$ cat src/rtl/wla_pkg.sv
// Shared widths, register indexes, reset defaults and state codes for the level alarm.
`default_nettype none

package wla_pkg;

  localparam int unsigned LEVEL_W   = 16;
  localparam int unsigned RAW_W     = 10;
  localparam int unsigned COUNT_W   = 7;
  localparam int unsigned PERIOD_W  = 24;
  localparam int unsigned CFG_IDX_W = 3;
  localparam int unsigned CFG_DAT_W = 24;
  localparam int unsigned PROD_W    = LEVEL_W + RAW_W;

  localparam int unsigned WINDOW_DEPTH_DEF   = 8;
  localparam int unsigned RAW_FULL_SCALE_DEF = 1023;

  // configuration register indexes
  localparam logic [CFG_IDX_W-1:0] REG_LEVEL_MIN      = 3'd0;
  localparam logic [CFG_IDX_W-1:0] REG_LEVEL_MAX      = 3'd1;
  localparam logic [CFG_IDX_W-1:0] REG_DISABLE_MARGIN = 3'd2;
  localparam logic [CFG_IDX_W-1:0] REG_ON_COUNT       = 3'd3;
  localparam logic [CFG_IDX_W-1:0] REG_OFF_COUNT      = 3'd4;
  localparam logic [CFG_IDX_W-1:0] REG_UPDATE_PERIOD  = 3'd5;

  // reset values
  localparam logic [LEVEL_W-1:0]  LEVEL_MIN_RST      = 16'd0;
  localparam logic [LEVEL_W-1:0]  LEVEL_MAX_RST      = 16'd100;
  localparam logic [LEVEL_W-1:0]  DISABLE_MARGIN_RST = 16'd5;
  localparam logic [COUNT_W-1:0]  ON_COUNT_RST       = 7'd6;
  localparam logic [COUNT_W-1:0]  OFF_COUNT_RST      = 7'd2;
  localparam logic [PERIOD_W-1:0] UPDATE_PERIOD_RST  = 24'd1000;

  localparam logic [PERIOD_W-1:0] ELAPSED_MAX = {PERIOD_W{1'b1}};

  // item kinds
  localparam logic KIND_TICK    = 1'b0;
  localparam logic KIND_MEASURE = 1'b1;

  typedef enum logic [4:0] {
    ST_IDLE = 5'b00001,
    ST_MUL  = 5'b00010,
    ST_DIV  = 5'b00100,
    ST_WALK = 5'b01000,
    ST_FIN  = 5'b10000
  } wla_state_e;

endpackage

`default_nettype wire

$ cat src/rtl/wla_ram.sv
// Generic single-write, single-read RAM with registered read data.
`default_nettype none

module wla_ram #(
  parameter int unsigned WIDTH = 16,
  parameter int unsigned DEPTH = 8,
  localparam int unsigned AW = (DEPTH > 1) ? $clog2(DEPTH) : 1
) (
  input  wire logic             clk_i,
  input  wire logic             we_i,
  input  wire logic [AW-1:0]    waddr_i,
  input  wire logic [WIDTH-1:0] wdata_i,
  input  wire logic [AW-1:0]    raddr_i,
  output logic      [WIDTH-1:0] rdata_o
);

  logic [WIDTH-1:0] mem_q [DEPTH];

  always_ff @(posedge clk_i) begin
    if (we_i) begin
      mem_q[waddr_i] <= wdata_i;
    end
    rdata_o <= mem_q[raddr_i];
  end

endmodule

`default_nettype wire

$ cat src/rtl/wla_div.sv
// Fixed-divisor divider by reciprocal multiply; registers the dividend, then the quotient.
`default_nettype none

module wla_div #(
  parameter int unsigned DIVIDEND_W = 26,
  parameter int unsigned DIVISOR    = 1023
) (
  input  wire logic                  clk_i,
  input  wire logic                  rst_ni,
  input  wire logic                  start_i,
  input  wire logic [DIVIDEND_W-1:0] dividend_i,
  output logic                       done_o,
  output logic      [DIVIDEND_W-1:0] quotient_o
);

  // floor(n / DIVISOR) == (n * RECIP) >> SHIFT for every n below 2**DIVIDEND_W,
  // with RECIP = ceil(2**SHIFT / DIVISOR) and SHIFT = DIVIDEND_W + clog2(DIVISOR)
  localparam int unsigned     SHIFT   = DIVIDEND_W + $clog2(DIVISOR);
  localparam int unsigned     RW      = DIVIDEND_W + 1;
  localparam int unsigned     MW      = DIVIDEND_W + RW;
  localparam longint unsigned RECIP_L =
      ((64'd1 << SHIFT) + 64'(DIVISOR) - 64'd1) / 64'(DIVISOR);
  localparam logic [RW-1:0]   RECIP   = RW'(RECIP_L);

  logic                  busy_q;
  logic                  done_q;
  logic [DIVIDEND_W-1:0] dvd_q;
  logic [DIVIDEND_W-1:0] quo_q;
  logic [MW-1:0]         prod;

  assign prod = MW'(dvd_q) * MW'(RECIP);

  always_ff @(posedge clk_i or negedge rst_ni) begin
    if (!rst_ni) begin
      busy_q <= 1'b0;
      done_q <= 1'b0;
    end else begin
      busy_q <= start_i;
      done_q <= busy_q;
    end
  end

  always_ff @(posedge clk_i) begin
    if (start_i) begin
      dvd_q <= dividend_i;
    end
    if (busy_q) begin
      quo_q <= DIVIDEND_W'(prod >> SHIFT);
    end
  end

  assign done_o     = done_q;
  assign quotient_o = quo_q;

endmodule

`default_nettype wire

$ cat src/rtl/windowed_level_alarm_hysteresis_core.sv
// Top level: windowed level alarm with hysteresis and buzzer gating.
//
//  channel | direction | handshake             | payload
//  --------+-----------+-----------------------+-------------------------------------------
//  input   | in        | in_valid_i/in_ready_o | kind_i, pm_level_i, sensitivity_raw_i
//  output  | out       | out_valid_o/out_ready_i| accepted_o, activation_level_o,
//          |           |                       | above_count_o, alarm_on_o, buzzer_on_o
//  config  | in        | cfg_we_i              | cfg_idx_i, cfg_wdata_i
//
// Ticks and rejected measurements are written directly into the output register.
// An accepted measurement has its result registered after the handshake passes
// through one multiply, the reciprocal-multiply threshold divider, a walk over
// the window RAM through its single read port, then one wrap-up. The input is
// held off meanwhile.
// Reset clears control state and the per-entry valid bits; an entry never
// written is masked by its valid bit and never counted, so no clearing pass is needed.
// The output register decouples the sides: a new item is taken while a
// finished result is being handed off, and held off while a result stalls.
`default_nettype none

module windowed_level_alarm_hysteresis_core #(
  parameter int unsigned WINDOW_DEPTH   = wla_pkg::WINDOW_DEPTH_DEF,
  parameter int unsigned RAW_FULL_SCALE = wla_pkg::RAW_FULL_SCALE_DEF
) (
  input  wire logic                          clk_i,
  input  wire logic                          rst_ni,
  // config write port
  input  wire logic                          cfg_we_i,
  input  wire logic [wla_pkg::CFG_IDX_W-1:0] cfg_idx_i,
  input  wire logic [wla_pkg::CFG_DAT_W-1:0] cfg_wdata_i,
  // input items
  input  wire logic                          in_valid_i,
  output logic                               in_ready_o,
  input  wire logic                          kind_i,
  input  wire logic [wla_pkg::LEVEL_W-1:0]   pm_level_i,
  input  wire logic [wla_pkg::RAW_W-1:0]     sensitivity_raw_i,
  // result items
  output logic                               out_valid_o,
  input  wire logic                          out_ready_i,
  output logic                               accepted_o,
  output logic      [wla_pkg::LEVEL_W-1:0]   activation_level_o,
  output logic      [wla_pkg::COUNT_W-1:0]   above_count_o,
  output logic                               alarm_on_o,
  output logic                               buzzer_on_o
);

  localparam int unsigned LW  = wla_pkg::LEVEL_W;
  localparam int unsigned CNW = wla_pkg::COUNT_W;
  localparam int unsigned PW  = wla_pkg::PROD_W;
  localparam int unsigned AW  = (WINDOW_DEPTH > 1) ? $clog2(WINDOW_DEPTH) : 1;
  localparam int unsigned WCW = $clog2(WINDOW_DEPTH + 1);
  localparam logic [AW-1:0]  LAST_SLOT = AW'(WINDOW_DEPTH - 1);
  localparam logic [WCW-1:0] WALK_END  = WCW'(WINDOW_DEPTH);

  // ---------------------------------------------------------------------------
  // Configuration registers
  // ---------------------------------------------------------------------------
  logic [LW-1:0]                 level_min_q, level_max_q, margin_q;
  logic [CNW-1:0]                on_count_q, off_count_q;
  logic [wla_pkg::PERIOD_W-1:0]  period_q;

  always_ff @(posedge clk_i or negedge rst_ni) begin
    if (!rst_ni) begin
      level_min_q <= wla_pkg::LEVEL_MIN_RST;
      level_max_q <= wla_pkg::LEVEL_MAX_RST;
      margin_q    <= wla_pkg::DISABLE_MARGIN_RST;
      on_count_q  <= wla_pkg::ON_COUNT_RST;
      off_count_q <= wla_pkg::OFF_COUNT_RST;
      period_q    <= wla_pkg::UPDATE_PERIOD_RST;
    end else if (cfg_we_i) begin
      case (cfg_idx_i)
        wla_pkg::REG_LEVEL_MIN:      level_min_q <= cfg_wdata_i[LW-1:0];
        wla_pkg::REG_LEVEL_MAX:      level_max_q <= cfg_wdata_i[LW-1:0];
        wla_pkg::REG_DISABLE_MARGIN: margin_q    <= cfg_wdata_i[LW-1:0];
        wla_pkg::REG_ON_COUNT:       on_count_q  <= cfg_wdata_i[CNW-1:0];
        wla_pkg::REG_OFF_COUNT:      off_count_q <= cfg_wdata_i[CNW-1:0];
        wla_pkg::REG_UPDATE_PERIOD:  period_q    <= cfg_wdata_i[wla_pkg::PERIOD_W-1:0];
        default: ;
      endcase
    end
  end

  // ---------------------------------------------------------------------------
  // Control state
  // ---------------------------------------------------------------------------
  wla_pkg::wla_state_e           state_q, state_d;
  logic [wla_pkg::PERIOD_W-1:0]  elapsed_q, elapsed_d;
  logic [AW-1:0]                 slot_q, slot_d;
  logic [LW-1:0]                 thr_q, thr_d;
  logic [CNW-1:0]                last_cnt_q, last_cnt_d;
  logic                          alarm_q, alarm_d;
  logic [WINDOW_DEPTH-1:0]       wvalid_q, wvalid_d;
  logic [WCW-1:0]                walk_q, walk_d;
  logic                          rd_pend_q, rd_pend_d;
  logic                          rd_valid_q, rd_valid_d;
  logic [CNW-1:0]                acc_q, acc_d;
  logic [wla_pkg::RAW_W-1:0]     raw_q, raw_d;

  // output register
  logic           out_valid_q, out_valid_d;
  logic           o_acc_q, o_acc_d;
  logic [LW-1:0]  o_thr_q, o_thr_d;
  logic [CNW-1:0] o_cnt_q, o_cnt_d;
  logic           o_alarm_q, o_alarm_d;
  logic           o_buzz_q, o_buzz_d;

  // datapath
  logic           in_fire;
  logic           ram_we;
  logic [AW-1:0]  ram_raddr;
  logic [LW-1:0]  ram_rdata;
  logic [LW-1:0]  span;
  logic [PW-1:0]  product;
  logic           div_start;
  logic           div_done;
  logic [PW-1:0]  quotient;
  logic [PW:0]    thr_sum;
  logic [LW-1:0]  thr_new;
  logic           sample_above;
  logic           alarm_next;

  assign in_ready_o = (state_q == wla_pkg::ST_IDLE) && (!out_valid_q || out_ready_i);
  assign in_fire    = in_valid_i && in_ready_o;

  // span * knob, registered straight into the divider
  assign span      = (level_max_q >= level_min_q) ? (level_max_q - level_min_q) : '0;
  assign product   = PW'(span) * PW'(raw_q);
  assign div_start = (state_q == wla_pkg::ST_MUL);

  // threshold = min + quotient, saturated to the level width
  assign thr_sum = (PW + 1)'(level_min_q) + (PW + 1)'(quotient);
  assign thr_new = (|thr_sum[PW:LW]) ? {LW{1'b1}} : thr_sum[LW-1:0];

  // never-written entries are masked by their valid bits and never count
  assign sample_above = rd_valid_q && (ram_rdata > thr_q);

  // hysteresis: set at or over on count, clear at or under off count
  always_comb begin
    alarm_next = alarm_q;
    if (!alarm_q && (acc_q >= on_count_q)) begin
      alarm_next = 1'b1;
    end else if (alarm_q && (acc_q <= off_count_q)) begin
      alarm_next = 1'b0;
    end
  end

  function automatic logic buzz(input logic alarm, input logic [15:0] thr,
                                input logic [15:0] margin, input logic [15:0] lmax);
    return alarm && (({1'b0, thr} + {1'b0, margin}) < {1'b0, lmax});
  endfunction

  assign ram_we    = in_fire && (kind_i == wla_pkg::KIND_MEASURE) && (elapsed_q >= period_q);
  assign ram_raddr = walk_q[AW-1:0];

  always_comb begin
    state_d     = state_q;
    elapsed_d   = elapsed_q;
    slot_d      = slot_q;
    thr_d       = thr_q;
    last_cnt_d  = last_cnt_q;
    alarm_d     = alarm_q;
    wvalid_d    = wvalid_q;
    walk_d      = walk_q;
    rd_pend_d   = 1'b0;
    rd_valid_d  = rd_valid_q;
    acc_d       = acc_q;
    raw_d       = raw_q;
    out_valid_d = out_valid_q && !out_ready_i;
    o_acc_d     = o_acc_q;
    o_thr_d     = o_thr_q;
    o_cnt_d     = o_cnt_q;
    o_alarm_d   = o_alarm_q;
    o_buzz_d    = o_buzz_q;

    case (state_q)
      wla_pkg::ST_IDLE: begin
        if (in_fire) begin
          if (ram_we) begin
            // measurement taken: window write now, result after the walk
            elapsed_d          = '0;
            wvalid_d[slot_q]   = 1'b1;
            slot_d             = (slot_q == LAST_SLOT) ? '0 : slot_q + 1'b1;
            raw_d              = sensitivity_raw_i;
            state_d            = wla_pkg::ST_MUL;
          end else begin
            if (kind_i == wla_pkg::KIND_TICK && elapsed_q != wla_pkg::ELAPSED_MAX) begin
              elapsed_d = elapsed_q + 1'b1;
            end
            out_valid_d = 1'b1;
            o_acc_d     = 1'b0;
            o_thr_d     = thr_q;
            o_cnt_d     = last_cnt_q;
            o_alarm_d   = alarm_q;
            o_buzz_d    = buzz(alarm_q, thr_q, margin_q, level_max_q);
          end
        end
      end
      wla_pkg::ST_MUL: begin
        state_d = wla_pkg::ST_DIV;
      end
      wla_pkg::ST_DIV: begin
        if (div_done) begin
          thr_d   = thr_new;
          walk_d  = '0;
          acc_d   = '0;
          state_d = wla_pkg::ST_WALK;
        end
      end
      wla_pkg::ST_WALK: begin
        // issue one read per cycle, count the entry read the cycle before
        if (walk_q != WALK_END) begin
          rd_pend_d  = 1'b1;
          rd_valid_d = wvalid_q[ram_raddr];
          walk_d     = walk_q + 1'b1;
        end else begin
          state_d = wla_pkg::ST_FIN;
        end
        if (rd_pend_q && sample_above) begin
          acc_d = acc_q + 1'b1;
        end
      end
      wla_pkg::ST_FIN: begin
        last_cnt_d  = acc_q;
        alarm_d     = alarm_next;
        out_valid_d = 1'b1;
        o_acc_d     = 1'b1;
        o_thr_d     = thr_q;
        o_cnt_d     = acc_q;
        o_alarm_d   = alarm_next;
        o_buzz_d    = buzz(alarm_next, thr_q, margin_q, level_max_q);
        state_d     = wla_pkg::ST_IDLE;
      end
      default: begin
        state_d = wla_pkg::ST_IDLE;
      end
    endcase
  end

  always_ff @(posedge clk_i or negedge rst_ni) begin
    if (!rst_ni) begin
      state_q     <= wla_pkg::ST_IDLE;
      elapsed_q   <= '0;
      slot_q      <= '0;
      thr_q       <= '0;
      last_cnt_q  <= '0;
      alarm_q     <= 1'b0;
      wvalid_q    <= '0;
      walk_q      <= '0;
      rd_pend_q   <= 1'b0;
      out_valid_q <= 1'b0;
    end else begin
      state_q     <= state_d;
      elapsed_q   <= elapsed_d;
      slot_q      <= slot_d;
      thr_q       <= thr_d;
      last_cnt_q  <= last_cnt_d;
      alarm_q     <= alarm_d;
      wvalid_q    <= wvalid_d;
      walk_q      <= walk_d;
      rd_pend_q   <= rd_pend_d;
      out_valid_q <= out_valid_d;
    end
  end

  always_ff @(posedge clk_i) begin
    rd_valid_q <= rd_valid_d;
    acc_q      <= acc_d;
    raw_q      <= raw_d;
    o_acc_q    <= o_acc_d;
    o_thr_q    <= o_thr_d;
    o_cnt_q    <= o_cnt_d;
    o_alarm_q  <= o_alarm_d;
    o_buzz_q   <= o_buzz_d;
  end

  // ---------------------------------------------------------------------------
  // Units
  // ---------------------------------------------------------------------------
  wla_ram #(
    .WIDTH (LW),
    .DEPTH (WINDOW_DEPTH)
  ) u_window (
    .clk_i   (clk_i),
    .we_i    (ram_we),
    .waddr_i (slot_q),
    .wdata_i (pm_level_i),
    .raddr_i (ram_raddr),
    .rdata_o (ram_rdata)
  );

  wla_div #(
    .DIVIDEND_W (PW),
    .DIVISOR    (RAW_FULL_SCALE)
  ) u_div (
    .clk_i      (clk_i),
    .rst_ni     (rst_ni),
    .start_i    (div_start),
    .dividend_i (product),
    .done_o     (div_done),
    .quotient_o (quotient)
  );

  assign out_valid_o        = out_valid_q;
  assign accepted_o         = o_acc_q;
  assign activation_level_o = o_thr_q;
  assign above_count_o      = o_cnt_q;
  assign alarm_on_o         = o_alarm_q;
  assign buzzer_on_o        = o_buzz_q;

endmodule

`default_nettype wire
$ cat config.mk
export PLATFORM = sky130hd
export DESIGN_NAME = windowed_level_alarm_hysteresis_core
export DESIGN_NICKNAME = d
export VERILOG_FILES = /design/src/rtl/wla_pkg.sv /design/src/rtl/wla_ram.sv /design/src/rtl/wla_div.sv /design/src/rtl/windowed_level_alarm_hysteresis_core.sv
export SDC_FILE = /design/constraint.sdc
export NUM_CORES = 1
export LEC_CHECK = 0
export ABC_AREA = 1
export BUFFER_PORTS_ARGS = -buffer_cell sky130_fd_sc_hd__buf_2
export CAP_MARGIN = 20
export CORE_ASPECT_RATIO = 0.7
export CORE_MARGIN = 8
export CORE_UTILIZATION = 35
export DETAILED_ROUTE_END_ITERATION = 12
export SLEW_MARGIN = 0
export SYNTH_ARGS = -nofsm -noshare
export SYNTH_HDL_FRONTEND = slang
export SYNTH_HIERARCHICAL = 1
export SYNTH_SLANG_ARGS = --single-unit
$ cat constraint.sdc
create_clock -name clk_i -period 14.9 [get_ports clk_i]
set_input_delay 0 -clock clk_i [delete_from_list [all_inputs] [get_ports clk_i]]
set_output_delay 0 -clock clk_i [all_outputs]
set_load 0.05 [all_outputs]
; ---- Word-level counts from Yosys, hierarchy flattened
; Memories as Yosys holds them, arrays and structs flattened. A register that Yosys moved wholly into a read port is not among the register bits.
; Cells that the tools add are included.
; Widths: inputs -> output; s select.
[totals]
regBits = 245
mem_bits_rw = 128
in_bits = 59
out_inout_bits = 28
n_memories = 1
[mem_list]
columns = memory, depth, width, read_ports, rd_ports_with_merged_regs, wr, line_no
row1 = u_window.mem_q, 8, 16, 1, 1, 1, wla_ram.sv:17  ; logic [WIDTH-1:0] mem_q [DEPTH];
[classes]
add_sub_neg = 7
n_mul = 2
magnitude_cmp = 9
n_eq_ne = 20
mux = 44
bitwise = 2
n_reduce_logical = 36
[ops]
columns = op, count
row1 = $mux 16, 4
row2 = $mul 26x27->53 const B, 1
row3 = $mux 24, 2
row4 = $pmux 16 s2, 1
row5 = $mux 7, 4
row6 = $pmux 7 s2, 2
row7 = $mul 16x10->26, 1
row8 = $add 24x1->24 const B, 1
row9 = $ge 24x24->1, 1
row10 = $ne 24x24->1 const B, 1
row11 = $mux 5, 4
row12 = $pmux 5 s4, 1
row13 = $add 16x17->18, 1
row14 = $add 16x16->17, 1
row15 = $lt 17x16->1, 1
row16 = $ge 16x16->1, 1
row17 = $gt 16x16->1, 1
row18 = $mux 1, 16
row19 = $reduce_and 2->1, 8
row20 = $sub 16x16->16, 1
row21 = $reduce_and 3->1, 5
row22 = $logic_and 1x1->1, 13
row23 = $ne 2x2->1 const B, 6
row24 = $reduce_or 11->1, 1
row25 = other kinds (30), 42

; ---- Logic depth before layout (Yosys ltp)
[depth]
ltp_word = 9
ltp_mapped = 34
depth_no_buf = 33

; ---- By module
; The synthesis kept the hierarchy.
[modules_own_cells]
columns = module, n_inst, cells_each, area_per_inst_um2, seq_area_each_um2
row1 = windowed_level_alarm_hysteresis_core, 1, 2322, 18153.7, 5243.8
row2 = wla_div, 1, 916, 6334.8, 1341.3
row3 = wla_ram, 1, 587, 5989.5, 4164.0

; ---- Least setup slack after synthesis
; OpenSTA, ideal clock, no wires.
[synth_path]
kind = register -> register
from = reg level_max_q[0]
to = reg u_div.dvd_q[19], data pin
arrival_time_ns = 6.037
required_time_ns = 14.641
slack_ns = 8.604
path_stages_with_launch = 32
n_path_buf = 1
cell_sequence = dfrtp_1 inv_1 ha_1 inv_1 fa_1 nand3_1 nand2_1 a21oi_2 o21ai_2 nand2_1 nand3_1 buf_2 nand2_2 inv_1 nand2_1 fa_1 fa_1 inv_1 fa_1 fa_1 inv_1 fa_1 inv_1 ha_1 nand2_1 nor2_1 inv_1 o21ai_0 a31oi_1 nor2_1 nor2_1 xnor2_1
[synth_via]
elab_chain_cells = 3
elab_cells_between_ends = 4
[synth_rtl]
columns = item, line_no
row1 = from (decl), windowed_level_alarm_hysteresis_core.sv:58  ; logic [LW-1:0] level_min_q, level_max_q, margin_q;
row2 = from (signal assigned), windowed_level_alarm_hysteresis_core.sv:65  ; level_max_q <= wla_pkg::LEVEL_MAX_RST;
row3 = from (signal assigned), windowed_level_alarm_hysteresis_core.sv:73  ; wla_pkg::REG_LEVEL_MAX: level_max_q <= cfg_wdata_i[LW-1:0];
row4 = $sub 16x16->16 / $ge 16x16->1 (equally long branches), windowed_level_alarm_hysteresis_core.sv:126  ; assign span = (level_max_q >= level_min_q) ? (level_max_q - level_min_q) : '0;
row5 = $mux 16 *, windowed_level_alarm_hysteresis_core.sv:126
row6 = $mul 16x10->26 *, windowed_level_alarm_hysteresis_core.sv:127  ; assign product = PW'(span) * PW'(raw_q);
row7 = net product[19], windowed_level_alarm_hysteresis_core.sv:113  ; logic [PW-1:0] product;
row8 = to (signal assigned), wla_div.sv:45  ; dvd_q <= dividend_i;
row9 = to (decl), wla_div.sv:27  ; logic [DIVIDEND_W-1:0] dvd_q;
; Mark *: on every way through the listed nets, which the timed path passes. The rest lies on a longest branch.
; A chain may end at the register's enable or synchronous reset.

; ---- Final worst setup path
[layout_path]
from = reg level_min_q[0]
to = reg u_div.dvd_q[18], data pin
[layout_via]
elab_chain_cells = 3
elab_cells_between_ends = 4
[layout_rtl]
columns = item, line_no
row1 = from (decl), windowed_level_alarm_hysteresis_core.sv:58
row2 = from (signal assigned), windowed_level_alarm_hysteresis_core.sv:64  ; level_min_q <= wla_pkg::LEVEL_MIN_RST;
row3 = from (signal assigned), windowed_level_alarm_hysteresis_core.sv:72  ; wla_pkg::REG_LEVEL_MIN: level_min_q <= cfg_wdata_i[LW-1:0];
row4 = $sub 16x16->16 / $ge 16x16->1 (equally long branches), windowed_level_alarm_hysteresis_core.sv:126
row5 = $mux 16 *, windowed_level_alarm_hysteresis_core.sv:126
row6 = $mul 16x10->26 *, windowed_level_alarm_hysteresis_core.sv:127
row7 = net product[18], windowed_level_alarm_hysteresis_core.sv:113
; Marked as above.

==> results by group <==
Clock tree
  – Clock Latency Late Sink: 0.60 ns
  – Root buffer cell: clkbuf_16
  – CTS tree: done
  – Num CTS Buffers: 39
  – Clk slew on worst S/H paths: 0.06 ns
  – CTS Buffer Depth: 3
  – Number of post-CTS setup repair buffers: 0
  – Post-CTS Resized: 0
  – Clock tree sinks: 389
  – CTS Hold Buffers Added: 55
  – H-tree depth: 2

Worst setup path
  – CP max-delay cell: fa_1
  – CP Max Fanout: 31
  – R2R depth: 29
  – Slowest stage delay, CP: 0.55 ns
  – CP required: 15.22 ns
  – Worst Setup Start Kind: flop
  – Top delay family on crit path: adder cells
  – Worst setup path class: flop to flop
  – CP Buf/Inv Count: 7
  – Flop-to-flop setup slack: 7.62 ns
  – CP Capture Type: flop
  – Worst path arrival time: 7.59 ns
  – Worst path depth: 29

Logic synthesis
  – Number of flops mapped to enable cells by yosys: 215
  – Synthesis Warnings: 6
  – Mean Syn Cell Area: 7.968 sq um
  – Post-synthesis sequential area ratio: 0.3527
  – Synth Register Bits: 389
  – Post-Synthesis Cells: 3825
  – Asr flop ratio synth: 0.4062
  – Ys flop type: edfxtp_1
  – Count of cell types in the netlist: 57
  – Syn Std Cell Area: 30480 sq um

Global routing
  – Grt ovf: 0
  – Global-route wire length before repair: 134000 um
  – GRT Resource Usage Total: 0.1731
  – Initial antenna violation count: 1
  – Vias in the first global route: 23240
  – Largest net degree at the start of global routing: 92

STA
  – Setup TNS: 0 ns
  – Tmin final: 7.276 ns
  – Slew Viols, Final: 0
  – Max Fclk: 0.1374 GHz
  – Max Clock Skew: 0.03688 ns
  – Hold Vio Cnt, Final: 1
  – Unrepaired setup endpoints after global routing: false
  – Final setup fails: 0
  – Hold slack: -0.009340 ns
  – Slew HR: 0.3333
  – Worst slew pin tran: 0.9910 ns
  – Slack of the critical path: 7.624 ns
  – Tcrit/Tclk final: 0.4883

Die
  – Die X-Extent: 368.7 um
  – Die Ht: 262.9 um
  – Core Region: 86260 sq um
  – Ports: 87
  – Rows: 90
  – Die ar.: 96930 sq um
  – Initial core utilization: 0.3533

Placed design
  – Pre-CTS setup slack: 7.772 ns
  – Gpl congestion: 0.9508
  – Hpwl dp: 67030 um
  – PortBufs: 86
  – Placed Area: 32160 sq um

Drt
  – Total number of vias: 24730
  – Post-DRT Antenna Nets: 0
  – Avg Vias per Cell: 4.807
  – DRC Markers: 0
  – DR WL/cell: 16.68 um
  – Drt pass-1 iters: 5
  – Routed wire length: 85810 um
  – DR iter-0 viols: 2118

Outcome
  – Status: finished with violations
  – Failing checks: negative hold slack

Final layout
  – Multi-input logic area: 16410 sq um
  – Layout cells sized above 1: 0.07109
  – Fill cell count: 8849
  – Fin area: 34040 sq um
  – Antenna cells: 0
  – Reg area: 10750 sq um
  – Nets: 4473
  – Synth-to-Final Area Change: 11.70%

Power
  – Peak VDD IR: 0.2452 mV
  – Pleak: 17.60 nW
  – Power Density: 165.3 nW/um^2
  – Final Power: 5.627 mW

Worst hold path
  – Hold Crit Depth: 6
  – Hold WC Path Type: primary input to flop

Flow run
  – Reported max-cap violation count: 0
## per-stage QoR
stage	cells	utilization
finish	5145	0.3947
global route	5145	0.3947
CTS	5140	0.3940
detailed placement	5014	0.3728
global placement	5013	0.3727
floorplan	3833	-
## state kept, by name, indices dropped and copies added (netlist names), 17 cells and up
name              flops
elapsed_q            24
period_q             24
u_div/dvd_q          26
u_div/quotient_o     17
u_window/mem_q      128
## cells in the mapped netlist, drive strengths merged, types with 2 or more instances
cell | instances | share of area
o21ai | 142 | 0.023
nand2 | 1059 | 0.13
fa | 131 | 0.086
buf | 49 | 0.011
and2 | 5 | 0.0010
a21boi | 5 | 0.0012
nor3 | 35 | 0.0066
o2111ai | 2 | 0.00057
xnor2 | 19 | 0.0055
a21o | 11 | 0.0027
nand3 | 213 | 0.035
clkinv | 3 | 0.00037
dfstp | 15 | 0.013
nor4 | 10 | 0.0023
nand4 | 60 | 0.012
o21bai | 14 | 0.0036
o211ai | 3 | 0.00074
o21a | 2 | 0.00049
a21oi | 143 | 0.025
ha | 318 | 0.13
a211oi | 3 | 0.00074
dfxtp | 16 | 0.011
or2 | 8 | 0.0016
nor3b | 2 | 0.00049
nand3b | 2 | 0.00049
xor2 | 60 | 0.017
dfrtp | 143 | 0.12
nor2 | 305 | 0.041
a31oi | 12 | 0.0025
clkbuf | 28 | 0.0034
edfxtp | 215 | 0.21
inv | 783 | 0.096
## final timing paths
path	startpoint	end
max	level_min_q[0]	u_div/dvd_q[18]
min reg2reg	wvalid_q[5]	wvalid_q[5]
max in group asynchronous	rst_ni	walk_q[0]
min	cfg_we_i	margin_q[1]
max reg2reg	level_min_q[0]	u_div/dvd_q[18]
min in group asynchronous	rst_ni	on_count_q[6]
## per-layer routing
metal  wire, um  track usage  share of wire
met1      43680       0.2718           0.51
met5          0            0              0
met3       8208      0.05115          0.096
met2      32770       0.2323           0.38
met4       1150      0.02849          0.013
## cells in the final DEF, fill, tap and decap left out, types with 4 or more instances in the layout
master         instances
nand2_1             1037
inv_1                773
ha_1                 318
nor2_1               269
edfxtp_1             215
nand3_1              210
dfrtp_1              142
o21ai_0              136
a21oi_1              132
fa_1                 131
buf_2                 85
nand4_1               60
xor2_1                60
dlygate4sd3_1         58
clkbuf_16             40
nor3_1                30
nor2_2                29
nand2_2               21
buf_4                 21
xnor2_1               19
dfxtp_1               16
dfstp_2               15
o21bai_1              13
a31oi_1               12
clkbuf_1              12
a21o_1                11
a21oi_2               11
inv_2                 10
conb_1                 9
nor4_1                 8
or2_2                  8
nor2_4                 7
clkinv_1               5
a21boi_0               5
and2_1                 5
nor3_2                 5
o21ai_1                4
clkinv_2               4
## tightest hold or removal path, cell delays in order
cell and delay, ns:
buf_2 0.10, inv_1 0.04, nor2_1 0.11, nand3_1 0.17, nand2_1 0.06, o21ai_0 0.06
## cell families after synthesis
kind of cell | Yosys count | synth area share
compound gates | 343 | 0.06248
xor+xnor | 79 | 0.02270
fa+ha+maj | 449 | 0.2166
buf+inv | 863 | 0.1112
flops | 389 | 0.3527
other cells | 1 | 0.0001230
simple gates | 1701 | 0.2342
## cell type report
type / instances / share of cell area
Clock buffer: 55 / 0.03194
Clock inverter: 16 / 0.005403
Inverter: 786 / 0.08667
Multi-Input combinational cell: 2581 / 0.4821
Sequential cell: 389 / 0.3158
Tap cell: 1150 / 0.04227
Timing Repair Buffer: 168 / 0.03584
## power by group
group	switching, mW	internal (mW)
sequential	0.0465	1.31
combinational	2.05	1.22
clock	0.446	0.552
Note: power is estimated with default switching activity, not from simulation.
